==> config.mk <==
export PLATFORM = sky130hd
export DESIGN_NAME = timed_event_dispatcher
export DESIGN_NICKNAME = d
export VERILOG_FILES = /design/src/rtl/core/ted_pkg.sv /design/src/rtl/core/ted_front.sv /design/src/rtl/core/ted_back.sv /design/src/rtl/core/timed_event_dispatcher.sv
export VERILOG_INCLUDE_DIRS = /design/src /design/src/rtl/core
export SDC_FILE = /design/constraint.sdc
export NUM_CORES = 2
export LEC_CHECK = 0
export BUFFER_PORTS_ARGS = -buffer_cell sky130_fd_sc_hd__buf_2
export CORE_MARGIN = 2
export CORE_UTILIZATION = 40
export CTS_CLUSTER_SIZE = 40
export DETAILED_ROUTE_END_ITERATION = 8
export PLACE_DENSITY_LB_ADDON = 0.12
export SYNTH_ARGS = -nofsm -noshare
export SYNTH_HDL_FRONTEND = slang
export SYNTH_SLANG_ARGS = --single-unit
export TNS_END_PERCENT = 30
==> constraint.sdc <==
create_clock -name clk -period 10.2 [get_ports clk]
set_input_delay 0.51 -clock clk [delete_from_list [all_inputs] [get_ports clk]]
set_output_delay 0.51 -clock clk [all_outputs]
set_load 0.005 [all_outputs]
==> src/rtl/core/timed_event_dispatcher_macros.svh <==
// Assertion macros for the timed event dispatcher.
// Used by the top level only; no other dependencies.
`ifndef TIMED_EVENT_DISPATCHER_MACROS_SVH
`define TIMED_EVENT_DISPATCHER_MACROS_SVH
`define TED_ASSERT_IMPL(label, clk, rst_n, ante, cons) \
    label: assert property (@(posedge clk) disable iff (!rst_n) (ante) |-> (cons)) \
        else $error("assertion failed");
`define TED_ASSERT_NEXT(label, clk, rst_n, ante, cons) \
    label: assert property (@(posedge clk) disable iff (!rst_n) (ante) |=> (cons)) \
        else $error("assertion failed");
`endif

==> src/rtl/core/ted_pkg.sv <==
// Shared types and constants of the timed event dispatcher.
// No dependencies.
`default_nettype none
package ted_pkg;
    localparam int MaxEventsDefault = 16;
    localparam logic [39:0] IntervalReset = 40'd300000000000;

    typedef enum logic [1:0] {
        CMD_ADD    = 2'd0,
        CMD_REMOVE = 2'd1,
        CMD_TICK   = 2'd2,
        CMD_FLUSH  = 2'd3
    } cmd_t;

    typedef enum logic [2:0] {
        KIND_ADDED    = 3'd0,
        KIND_FIRED    = 3'd1,
        KIND_DELETED  = 3'd2,
        KIND_REJECTED = 3'd3,
        KIND_TICKDONE = 3'd4,
        KIND_FLUSHED  = 3'd5
    } kind_t;

    typedef struct packed {
        logic [1:0]  cmd;
        logic [62:0] now_time;
        logic [62:0] expiry_time;
        logic [15:0] user_tag;
        logic [31:0] target_handle;
    } in_item_t;

    typedef struct packed {
        logic [2:0]  kind;
        logic [31:0] event_handle;
        logic [62:0] event_time;
        logic [15:0] event_tag;
        logic [39:0] wait_time;
        logic        wait_never;
        logic        last;
    } out_item_t;
endpackage
`default_nettype wire

==> src/rtl/core/ted_front.sv <==
// Front part: accepts input beats into a two-entry command queue.
// Depends on ted_pkg.
`default_nettype none
module ted_front
    import ted_pkg::*;
(
    input  wire logic     clk,
    input  wire logic     rst_n,
    input  wire logic     in_valid,
    output logic          in_stall,
    input  wire in_item_t in_item,
    output logic          q_valid,
    output in_item_t      q_item,
    input  wire logic     q_take
);
    in_item_t   buf_reg [2];
    logic [1:0] cnt_reg, cnt_next;
    logic       rd_reg, wr_reg;
    logic       push, pop;

    assign in_stall = (cnt_reg == 2'd2);
    assign push     = in_valid && !in_stall;
    assign pop      = q_take && q_valid;
    assign q_valid  = (cnt_reg != 2'd0);
    assign q_item   = buf_reg[rd_reg];
    assign cnt_next = cnt_reg + {1'b0, push} - {1'b0, pop};

    always_ff @(posedge clk or negedge rst_n)
    begin
        if (!rst_n)
        begin
            cnt_reg <= 2'd0;
            rd_reg  <= 1'b0;
            wr_reg  <= 1'b0;
        end
        else
        begin
            cnt_reg <= cnt_next;
            if (push) wr_reg <= !wr_reg;
            if (pop) rd_reg <= !rd_reg;
        end
    end

    always_ff @(posedge clk)
    begin
        if (push) buf_reg[wr_reg] <= in_item;
    end
endmodule
`default_nettype wire

==> src/rtl/core/ted_back.sv <==
// Back part: event table, scanning sequencer and output register.
// Depends on ted_pkg.
`default_nettype none
module ted_back
    import ted_pkg::*;
#(
    parameter int MAX_EVENTS = MaxEventsDefault
)
(
    input  wire logic        clk,
    input  wire logic        rst_n,
    input  wire logic [39:0] check_interval,
    input  wire logic        q_valid,
    input  wire in_item_t    q_item,
    output logic             q_take,
    output logic             out_valid,
    input  wire logic        out_stall,
    output out_item_t        out_item
);
    localparam int IW = (MAX_EVENTS > 1) ? $clog2(MAX_EVENTS) : 1;
    localparam int CW = $clog2(MAX_EVENTS + 1);

    typedef enum logic [4:0] {
        ST_IDLE = 5'b00001,
        ST_SCAN = 5'b00010,
        ST_ACT  = 5'b00100,
        ST_EMIT = 5'b01000,
        ST_DONE = 5'b10000
    } state_t;

    state_t          state_reg, state_next;
    logic [MAX_EVENTS-1:0] valid_reg;
    logic [31:0]     hdl_mem [MAX_EVENTS];
    logic [62:0]     time_mem [MAX_EVENTS];
    logic [15:0]     tag_mem [MAX_EVENTS];
    logic [31:0]     next_handle_reg;
    in_item_t        cur_reg;
    logic [CW-1:0]   idx_reg;
    logic            found_reg;
    logic [IW-1:0]   best_reg;
    logic [31:0]     best_h_reg;
    logic [62:0]     best_t_reg;
    logic [15:0]     best_g_reg;
    logic [IW-1:0]   ri;
    logic            done_item_reg;
    logic [39:0]     wt;
    out_item_t       act_item;
    logic            act_valid;
    logic            act_done;
    logic            act_add;
    logic            act_drop;

    assign ri = idx_reg[IW-1:0];
    assign q_take = (state_reg == ST_IDLE) && q_valid;

    // wait from now to best_t_reg (or item trigger), zero if already past, capped at ci
    function automatic logic [39:0] wait_of(input logic [62:0] t, input logic [62:0] n,
                                            input logic [39:0] ci);
        logic [62:0] d;
        begin
            d = t - n;
            if (t < n) return 40'd0;
            if (d < {23'd0, ci}) return d[39:0];
            return ci;
        end
    endfunction

    assign wt = wait_of(best_t_reg, cur_reg.now_time, check_interval);

    always_comb
    begin
        state_next = state_reg;
        unique case (state_reg)
            ST_IDLE: if (q_valid) state_next = ST_SCAN;
            ST_SCAN: if (idx_reg == CW'(MAX_EVENTS)) state_next = ST_ACT;
            ST_ACT:  state_next = ST_EMIT;
            ST_EMIT: if (!out_valid || !out_stall)
                         state_next = done_item_reg ? ST_DONE : ST_SCAN;
            ST_DONE: state_next = ST_IDLE;
            default: state_next = ST_IDLE;
        endcase
    end

    always_comb
    begin
        act_item  = '0;
        act_valid = 1'b1;
        act_done  = 1'b1;
        act_add   = 1'b0;
        act_drop  = 1'b0;
        unique case (cmd_t'(cur_reg.cmd))
            CMD_ADD:
            begin
                act_item.last       = 1'b1;
                act_item.event_time = cur_reg.expiry_time;
                act_item.event_tag  = cur_reg.user_tag;
                if (found_reg)
                begin
                    act_add               = 1'b1;
                    act_item.kind         = KIND_ADDED;
                    act_item.event_handle = next_handle_reg;
                    act_item.wait_time    = wait_of(cur_reg.expiry_time,
                                                    cur_reg.now_time, check_interval);
                end
                else
                    act_item.kind = KIND_REJECTED;
            end
            CMD_REMOVE:
            begin
                act_valid             = found_reg;
                act_drop              = found_reg;
                act_item.last         = 1'b1;
                act_item.kind         = KIND_DELETED;
                act_item.event_handle = best_h_reg;
                act_item.event_time   = best_t_reg;
                act_item.event_tag    = best_g_reg;
            end
            default:
            begin
                if (found_reg && (cur_reg.cmd == CMD_FLUSH ||
                                  best_t_reg < cur_reg.now_time))
                begin
                    act_done              = 1'b0;
                    act_drop              = 1'b1;
                    act_item.kind         = (cur_reg.cmd == CMD_FLUSH) ? KIND_DELETED
                                                                      : KIND_FIRED;
                    act_item.event_handle = best_h_reg;
                    act_item.event_time   = best_t_reg;
                    act_item.event_tag    = best_g_reg;
                end
                else
                begin
                    act_item.last = 1'b1;
                    if (cur_reg.cmd == CMD_FLUSH)
                    begin
                        act_item.kind       = KIND_FLUSHED;
                        act_item.wait_never = 1'b1;
                    end
                    else
                    begin
                        act_item.kind       = KIND_TICKDONE;
                        act_item.wait_never = !found_reg;
                        act_item.wait_time  = found_reg ? wt : 40'd0;
                    end
                end
            end
        endcase
    end

    always_ff @(posedge clk or negedge rst_n)
    begin
        if (!rst_n)
        begin
            state_reg       <= ST_IDLE;
            valid_reg       <= '0;
            next_handle_reg <= 32'd1;
            out_valid       <= 1'b0;
            out_item        <= '0;
            cur_reg         <= '0;
            idx_reg         <= '0;
            found_reg       <= 1'b0;
            best_reg        <= '0;
            best_h_reg      <= '0;
            best_t_reg      <= '0;
            best_g_reg      <= '0;
            done_item_reg   <= 1'b0;
        end
        else
        begin
            state_reg <= state_next;
            if (state_reg == ST_ACT) out_valid <= act_valid;
            else if (!out_stall) out_valid <= 1'b0;
            unique case (state_reg)
                ST_IDLE:
                begin
                    if (q_valid)
                    begin
                        cur_reg   <= q_item;
                        idx_reg   <= '0;
                        found_reg <= 1'b0;
                    end
                end
                ST_SCAN:
                begin
                    if (idx_reg != CW'(MAX_EVENTS))
                    begin
                        idx_reg <= idx_reg + CW'(1);
                        priority case (cmd_t'(cur_reg.cmd))
                            CMD_ADD:
                                if (!valid_reg[ri] && !found_reg)
                                begin
                                    found_reg <= 1'b1;
                                    best_reg  <= ri;
                                end
                            CMD_REMOVE:
                                if (valid_reg[ri] && !found_reg &&
                                    hdl_mem[ri] == cur_reg.target_handle)
                                begin
                                    found_reg  <= 1'b1;
                                    best_reg   <= ri;
                                    best_h_reg <= hdl_mem[ri];
                                    best_t_reg <= time_mem[ri];
                                    best_g_reg <= tag_mem[ri];
                                end
                            default:
                                if (valid_reg[ri] && (!found_reg ||
                                    time_mem[ri] < best_t_reg ||
                                    (time_mem[ri] == best_t_reg && hdl_mem[ri] < best_h_reg)))
                                begin
                                    found_reg  <= 1'b1;
                                    best_reg   <= ri;
                                    best_h_reg <= hdl_mem[ri];
                                    best_t_reg <= time_mem[ri];
                                    best_g_reg <= tag_mem[ri];
                                end
                        endcase
                    end
                end
                ST_ACT:
                begin
                    out_item      <= act_item;
                    done_item_reg <= act_done;
                    if (act_add)
                    begin
                        valid_reg[best_reg] <= 1'b1;
                        next_handle_reg <= (next_handle_reg == '1) ? 32'd1
                                           : next_handle_reg + 32'd1;
                    end
                    else if (act_drop)
                        valid_reg[best_reg] <= 1'b0;
                end
                ST_EMIT:
                begin
                    idx_reg   <= '0;
                    found_reg <= 1'b0;
                end
                ST_DONE: ;
                default: ;
            endcase
        end
    end

    always_ff @(posedge clk)
    begin
        if (state_reg == ST_ACT && act_add)
        begin
            hdl_mem[best_reg]  <= next_handle_reg;
            time_mem[best_reg] <= cur_reg.expiry_time;
            tag_mem[best_reg]  <= cur_reg.user_tag;
        end
    end
endmodule
`default_nettype wire

==> src/rtl/core/timed_event_dispatcher.sv <==
// Top level of the timed event dispatcher: config register, front queue, back engine.
// Depends on ted_pkg, ted_front, ted_back and timed_event_dispatcher_macros.svh.
//
// Usage: command beats arrive on in_valid/in_stall/in_item; results leave on
// out_valid/out_stall/out_item, one beat per result, last marking the final one.
// The user must write check_interval (40 bits) with cfg_we only when the block
// is idle; the block itself does not enforce it. A command waits in the front
// queue, then a full table scan over all MAX_EVENTS slots, an action step and
// an emit step produce each result. Each fired or flushed event needs its own
// scan, so a tick or flush with k events scans the table k+1 times. The scan
// reads the slot store one slot at a time. The front queue holds two commands,
// so input is accepted during a scan until both entries are full.
// Reset empties the table, sets the next handle to one and check_interval
// to 300 s. A stalled receiver holds the result register and the engine waits.
`default_nettype none
`include "timed_event_dispatcher_macros.svh"
module timed_event_dispatcher
    import ted_pkg::*;
#(
    parameter int MAX_EVENTS = MaxEventsDefault
)
(
    input  wire logic        clk,
    input  wire logic        rst_n,
    input  wire logic        cfg_we,
    input  wire logic [39:0] cfg_data,
    input  wire logic        in_valid,
    output logic             in_stall,
    input  wire in_item_t    in_item,
    output logic             out_valid,
    input  wire logic        out_stall,
    output out_item_t        out_item
);
    logic [39:0] interval_reg;
    logic        q_valid, q_take;
    in_item_t    q_item;

    always_ff @(posedge clk or negedge rst_n)
    begin
        if (!rst_n) interval_reg <= IntervalReset;
        else if (cfg_we) interval_reg <= cfg_data;
    end

    ted_front u_front (
        .clk(clk), .rst_n(rst_n), .in_valid(in_valid), .in_stall(in_stall),
        .in_item(in_item), .q_valid(q_valid), .q_item(q_item), .q_take(q_take)
    );

    ted_back #(.MAX_EVENTS(MAX_EVENTS)) u_back (
        .clk(clk), .rst_n(rst_n), .check_interval(interval_reg),
        .q_valid(q_valid), .q_item(q_item), .q_take(q_take),
        .out_valid(out_valid), .out_stall(out_stall), .out_item(out_item)
    );

    `TED_ASSERT_NEXT(a_hold, clk, rst_n, out_valid && out_stall, out_valid && $stable(out_item))
    `TED_ASSERT_IMPL(a_never, clk, rst_n, out_valid && out_item.wait_never, out_item.last)
    `TED_ASSERT_IMPL(a_wait, clk, rst_n, out_valid, out_item.wait_time <= interval_reg)
endmodule
`default_nettype wire

**Word level (Yosys, flattened, before mapping)**

Memories as Yosys holds them, arrays and structs flattened. A register that Yosys moved wholly into a read port is not among the register bits.
Index checks and enable logic that the tools add are counted.

- Memory bits (writable): 2128
- Output and inout bits: 158
- Input port bits: 221
- Logic and storage cells: 186
- Bits in registers: 376
- Memories: 4

Memories:

| memory | words | bits a word | read ports | clocked after memory_dff | write ports | line | source |
|---|---|---|---|---|---|---|---|
| u_back.time_mem | 16 | 63 | 1 | 0 | 1 | ted_back.sv:34 | `logic [62:0] time_mem [MAX_EVENTS];` |
| u_back.hdl_mem | 16 | 32 | 1 | 0 | 1 | ted_back.sv:33 | `logic [31:0] hdl_mem [MAX_EVENTS];` |
| u_front.buf_reg | 2 | 176 | 1 | 1 | 1 | ted_front.sv:16 | `in_item_t buf_reg [2];` |
| u_back.tag_mem | 16 | 16 | 1 | 0 | 1 | ted_back.sv:35 | `logic [15:0] tag_mem [MAX_EVENTS];` |

- Order comparisons: 9
- Reduce and logical (&&, ||, !) cells: 38
- Equality and inequality tests: 22
- Muxes and demuxes: 81
- Bitwise logic cells: 4
- Add/sub/neg operators: 6

Operator list:

| kind | number |
|---|---|
| 40-bit 2-to-1 mux | 11 |
| 114-bit one-hot mux with 2 select lines | 1 |
| 63-bit < comparator | 3 |
| 32-bit 2-to-1 mux | 4 |
| 63-bit by 40-bit < comparator with 1-bit output | 2 |
| 63-bit 2-to-1 mux | 2 |
| 63-bit one-hot mux with 2 select lines | 1 |
| 63-bit subtractor | 2 |
| 111-bit 2-to-1 mux | 1 |
| 40-bit one-hot mux with 2 select lines | 1 |
| 16-bit 2-to-1 mux | 4 |
| 32-bit one-hot mux with 2 select lines | 1 |
| 63-bit == test | 1 |
| 42-bit 2-to-1 mux | 1 |
| 1-bit 2-to-1 mux | 33 |
| 32-bit by 1-bit adder with 32-bit output, second input constant | 1 |
| 32-bit == test | 1 |
| 32-bit == test, second input constant | 1 |
| 32-bit < comparator | 1 |
| 16-bit one-hot mux with 2 select lines | 1 |
| 5-bit 2-to-1 mux | 6 |
| 5-bit one-hot mux with 4 select lines | 1 |
| 16-bit bitwise AND | 1 |
| 16-bit inverter | 1 |
| other kinds (38) | 78 |

**Depth between registers and ports, before layout**

- Depth in word-level cells: 11
- Mapped depth: 28
- Mapped depth without buffers: 26

**Modules after synthesis**

A second synthesis with hierarchy kept.

- Cell total of the unflattened synthesis: 6841
- Area, all modules: 115878.6 um2

By module, submodules not included:

| module | seq. area each (um2) | area an instance (um2) | times used | cells an instance |
|---|---|---|---|---|
| ted_back | 66020.8 | 100923.0 | 1 | 6191 |
| ted_front | 10670.2 | 13440.4 | 1 | 566 |
| timed_event_dispatcher | 1019.7 | 1515.2 | 1 | 84 |

**Least setup slack after synthesis**

Ideal clock, no wire load.

- Kind: input -> register
- Start: in in_valid
- End: mem u_front.buf_reg[0][0] (netlist bit), enable pin
- Path buffers: 0
- Cell stages on the path: 2
- Setup time: 0.714 ns
- Path slack: 1.586 ns
- Arrival: 7.899 ns
- Path through: nand2_1 > nor2_1

- Word-level cells in the longest chain between the ends: 3

RTL lines:

| what | line | source |
|---|---|---|
| from (decl) | timed_event_dispatcher.sv:27 | `input wire logic in_valid,` |
| 1-bit logical AND | ted_front.sv:22 | `assign push = in_valid && !in_stall;` |
| 1-bit 2-to-1 mux | ted_front.sv:46 | `if (push) buf_reg[wr_reg] <= in_item;` |
| 1-bit 2-to-1 mux (implied by the code) | ted_front.sv:46 |  |
| to (decl) | ted_front.sv:16 |  |

No other way between the ends.

**Final worst setup path**

- Start: reg u_back.cur_reg[48] (netlist bit)
- End: reg, netlist name u_back.out_item[3]

- Word-level cells in the longest chain between the ends: 10
- Elaborated cells between the ends (all ways): 15
- Classes of those cells: add/sub: 1; order compare: 2; mux: 12

RTL lines:

| what | line | source |
|---|---|---|
| from (decl) | ted_back.sv:37 | `in_item_t cur_reg;` |
| from (signal assigned) | ted_back.sv:178 | `cur_reg <= q_item;` |
| 63-bit subtractor | ted_back.sv:61 | `d = t - n;` |
| 63-bit by 40-bit < comparator with 1-bit output | ted_back.sv:63 | `if (d < {23'd0, ci}) return d[39:0];` |
| 1-bit 2-to-1 mux (2 in series) | ted_back.sv:63 |  |
| 1-bit 2-to-1 mux | ted_back.sv:97 | `if (found_reg)` |
| 1-bit 2-to-1 mux | ted_back.sv:91 | `unique case (cmd_t'(cur_reg.cmd))` |
| 40-bit 2-to-1 mux | ted_back.sv:64 | `return ci;` |
| 40-bit 2-to-1 mux (*) | ted_back.sv:63 |  |
| 40-bit 2-to-1 mux (*) | ted_back.sv:97 |  |
| 40-bit one-hot mux with 2 select lines (*) | ted_back.sv:91 |  |

Every way passes the cells marked *; elsewhere a longest branch is shown, timed or not. The select of a mux whose other input is x is not followed.
A chain may end at the register's enable or synchronous reset.

==> flow_metrics.py <==
metrics = {
    "global_route": {
        "grt_pass1_wl_mm": 533,
        "grt_pass1_vias": 70100,
        "grt_max_degree": 169,
        "grt.total_usage_pct": 25.4,
        "grt_overflow_total": 0,
        "grt_antenna_before_repair": 15,
    },
    "floorplanning": {
        "rows": 197,
        "die_area_sq_um": 294000,
        "ioPinCount": 379,
        "die_x_um": 542,
        "coreArea_sq_um": 288000,
        "start_util_pct": 40.2,
        "die_y_um": 542,
    },
    "clocking": {
        "cts_resized": 0,
        "cts_buffer_depth": 4,
        "clkLatencyLatePin_ns": 0.91,
        "post_cts_buffers": 0,
        "cts_buffers": 300,
        "cts_num_sinks": 2679,
        "root_buffer": "clkbuf_16",
        "cts.hold.buffers_added": 218,
        "clk_pin_slew_ns": 0.06,
        "h-tree-depth": 5,
        "cts_tree": "yes",
    },
    "timing": {
        "period_needed_ns": 8.38,
        "setup_viol": 0,
        "worst_clock_skew_ns": 0.0720,
        "fmax_mhz": 119,
        "timing_hold_violations_final": 0,
        "period_share_pct": 82.1,
        "tightest_slew_ns": 1.37,
        "setup_tns_ns": 0,
        "slew_violations": 0,
        "rsz0062_at_grt": "no",
        "slew_headroom_pct": 8.13,
    },
    "layout": {
        "nFillCells": 24900,
        "drive_gt1_share_pct": 20.3,
        "largest_reg_flops": 1008,
        "finalNonFillerCells": 12000,
        "area_delta_synth_final_pct": 16.5,
        "fin_nets": 8459,
    },
    "critical_path": {
        "crit_type": "reg -> reg",
        "critPathMaxFanout": 40,
        "worstPathArrival_ns": 9.11,
        "ff2ff_path_depth": 25,
        "end_kind": "register",
        "startpoint_type": "register",
        "r2r_start": "u_back.cur_reg[48]",
        "cp.required_ns": 10.93,
        "reg2reg_slack_ns": 1.82,
        "r2r_end": "u_back.out_item[3]",
    },
    "synth": {
        "avgSynthCellArea_sq_um": 16.0,
        "ys_types": 85,
        "ys.warnings.count": 0,
        "synth_ff_type": "edfxtp_1",
        "ys_seq_area_share_pct": 67.2,
        "synth_cells": 7251,
        "synth_nets": 7777,
        "async_reset_ff_share_pct": 20.6,
        "syn-cell-area_sq_um": 116000,
        "synth_edf_count": 2128,
        "synth-seq-cells": 2679,
    },
    "route": {
        "num_vias": 69100,
        "routed_via_density": 5.78,
        "wl_per_cell_um": 31.6,
        "first_iter_violations": 6450,
        "finalWirelength_mm": 378,
        "drc": 0,
        "ant_nets": 0,
        "drt-pass1-iter-count": 5,
    },
    "placed_design": {
        "io_buffers": 378,
        "place_congestion": 0.969,
        "dp.cells": 11200,
        "hpwl_mm": 239,
    },
    "pwr": {
        "p_total_mw": 41.8,
        "p_leak_nw": 47.9,
        "peakVddDrop_mv": 0.163,
        "power.density_nw_per_um2": 310,
    },
    "job": {
        "maxCapViolCount": 0,
    },
    "worst_hold_path": {
        "hold_path_class": "in -> reg",
        "worstHoldEndpoint": "u_front.wr_reg",
        "hold_path_depth": 3,
        "min-delay-start": "in_valid",
    },
    "outcome": {
        "status": "complete, no violations",
    },
}
==> synth_stat cells (all sizes together), types with 24 or more instances <==
| library cell | number | area (sq um) |
|---|---|---|
| o21bai | 25 | 188 |
| a21oi | 474 | 2370 |
| nor4 | 24 | 156 |
| nor3 | 92 | 465 |
| mux4 | 560 | 12600 |
| clkbuf | 279 | 1050 |
| a221o | 34 | 340 |
| mux2i | 282 | 2820 |
| buf | 97 | 435 |
| a22oi | 35 | 263 |
| xnor2 | 101 | 885 |
| or3 | 31 | 194 |
| o211ai | 24 | 180 |
| mux2 | 146 | 1640 |
| o21a | 33 | 248 |
| inv | 245 | 920 |
| nand2 | 403 | 1510 |
| nor2 | 449 | 1690 |
| edfxtp | 2128 | 63900 |
| a211oi | 34 | 260 |
| nand4 | 122 | 763 |
| nand3 | 59 | 295 |
| xor2 | 53 | 464 |
| o21ai | 286 | 1430 |
| dfrtp | 534 | 13400 |
| ha | 303 | 3790 |
| a21o | 71 | 533 |
==> through the flow <==
step / hold slack, ns / utilization (%) / cell area, sq um / setup WS [ns]
floorplan: 0.214 / - / 116000 / 1.59
global placement: 0.460 / 42.6 / 123000 / 2.13
detailed placement: 0.465 / 42.6 / 123000 / 2.04
CTS: 0.0254 / 46.8 / 135000 / 1.95
global route: 0.0571 / 46.8 / 135000 / 1.45
finish: 0.0651 / 46.8 / 135000 / 1.82
==> metal layers <==
metal  track usage [%]  vias to the layer above  wire, um
li1                  -                    29800         -
met1              35.0                    36500    162000
met2              42.0                     2264    184000
met3              3.10                      499     19300
met4              8.26                        4     13100
met5                 0                        -        26
==> layout by cell type (no fill, tap or decap), types with 30 or more instances in the layout <==
| master | count |
|---|---|
| ha_1 | 303 |
| buf_2 | 377 |
| xor2_1 | 53 |
| a22oi_1 | 35 |
| mux2_1 | 102 |
| mux2i_1 | 281 |
| buf_4 | 133 |
| or3_1 | 31 |
| clkbuf_8 | 45 |
| edfxtp_1 | 2128 |
| clkinv_1 | 30 |
| o21a_1 | 33 |
| nand4_1 | 122 |
| nand3_1 | 58 |
| inv_1 | 245 |
| nor2_1 | 430 |
| a21o_1 | 71 |
| o21ai_0 | 254 |
| xnor2_1 | 101 |
| o21ai_1 | 31 |
| dlygate4sd3_1 | 218 |
| nand2_1 | 403 |
| clkinv_2 | 37 |
| dfrtp_1 | 527 |
| a211oi_1 | 33 |
| a21oi_1 | 474 |
| clkbuf_16 | 303 |
| a221o_1 | 34 |
| nor3_1 | 90 |
| mux2_2 | 44 |
| clkbuf_1 | 74 |
| mux4_2 | 560 |
==> critical path, cell delays in order, from the launching register on <==
cell and delay [ns]:
dfrtp_1 0.63, inv_1 0.14, ha_1 0.17, inv_1 0.05
fa_1 0.40, a21o_1 0.21, a221oi_2 0.79, nor3_1 0.20
nor2_1 0.40, o31a_1 0.24, o21ai_0 0.10, xor2_1 0.32
ha_1 0.31, a21oi_1 0.15, o221ai_1 0.12, a221oi_1 0.24
o21ai_0 0.22, a41oi_1 0.71, o21ai_1 0.14, or4_1 0.56
or4b_1 0.54, nor4_1 0.28, nand4_1 0.16, buf_4 0.35
mux2_2 0.40, a211o_1 0.28
==> worst max path at each step <==
| stage | cells past startpoint | from | endpoint | slack, ns |
|---|---|---|---|---|
| final | 25 | u_back.cur_reg[48] | u_back.out_item[3] | 1.82 |
| after global routing | 25 | u_back.cur_reg[48] | u_back.out_item[3] | 1.45 |
| after CTS | 26 | u_back.cur_reg[48] | u_back.out_item[3] | 1.95 |
| after detailed placement | 26 | u_back.cur_reg[48] | u_back.out_item[3] | 2.04 |
| after global placement | 25 | u_back.cur_reg[48] | u_back.out_item[3] | 2.13 |
| after floorplan | 2 | in_valid | u_front.buf_reg[0][0] | 1.59 |
==> final cells by class <==
type | count | area, sq um | area share, %
well taps | 3781 | 4730 | 3.51
clock buffers | 422 | 8480 | 6.29
multi-input cells | 3951 | 35800 | 26.6
diodes | 4 | 10.0 | 0.00743
flip-flops and latches | 2679 | 77700 | 57.7
inverters | 245 | 920 | 0.682
repair buffers | 756 | 5620 | 4.17
clock inverters | 126 | 1440 | 1.07
==> where the power goes <==
part,switching [mW],total (mW),leakage [nW],internal [mW]
clock,4.48,10.9,4.85,6.44
sequential,1.38,14.9,25.6,13.5
combinational,10.3,16.0,17.5,5.71
total,16.2,41.8,47.9,25.7
==> logic make-up (layout without fill, tap and decap cells) <==
logic type / after synthesis / count (layout) / share of synthesized area, %
DFF: 2679 / 2679 / 67.2
and+or+nand+nor: 1302 / 1302 / 5.11
AOI/OAI and AO/OA: 1202 / 1202 / 6.42
muxes: 988 / 988 / 14.8
buffers and inverters: 621 / 1549 / 2.08
adders and majority gates: 305 / 305 / 3.31
xor gates and xnor gates: 154 / 154 / 1.17
other: 0 / 4 / 0
Power figures use the tool's default switching activity.
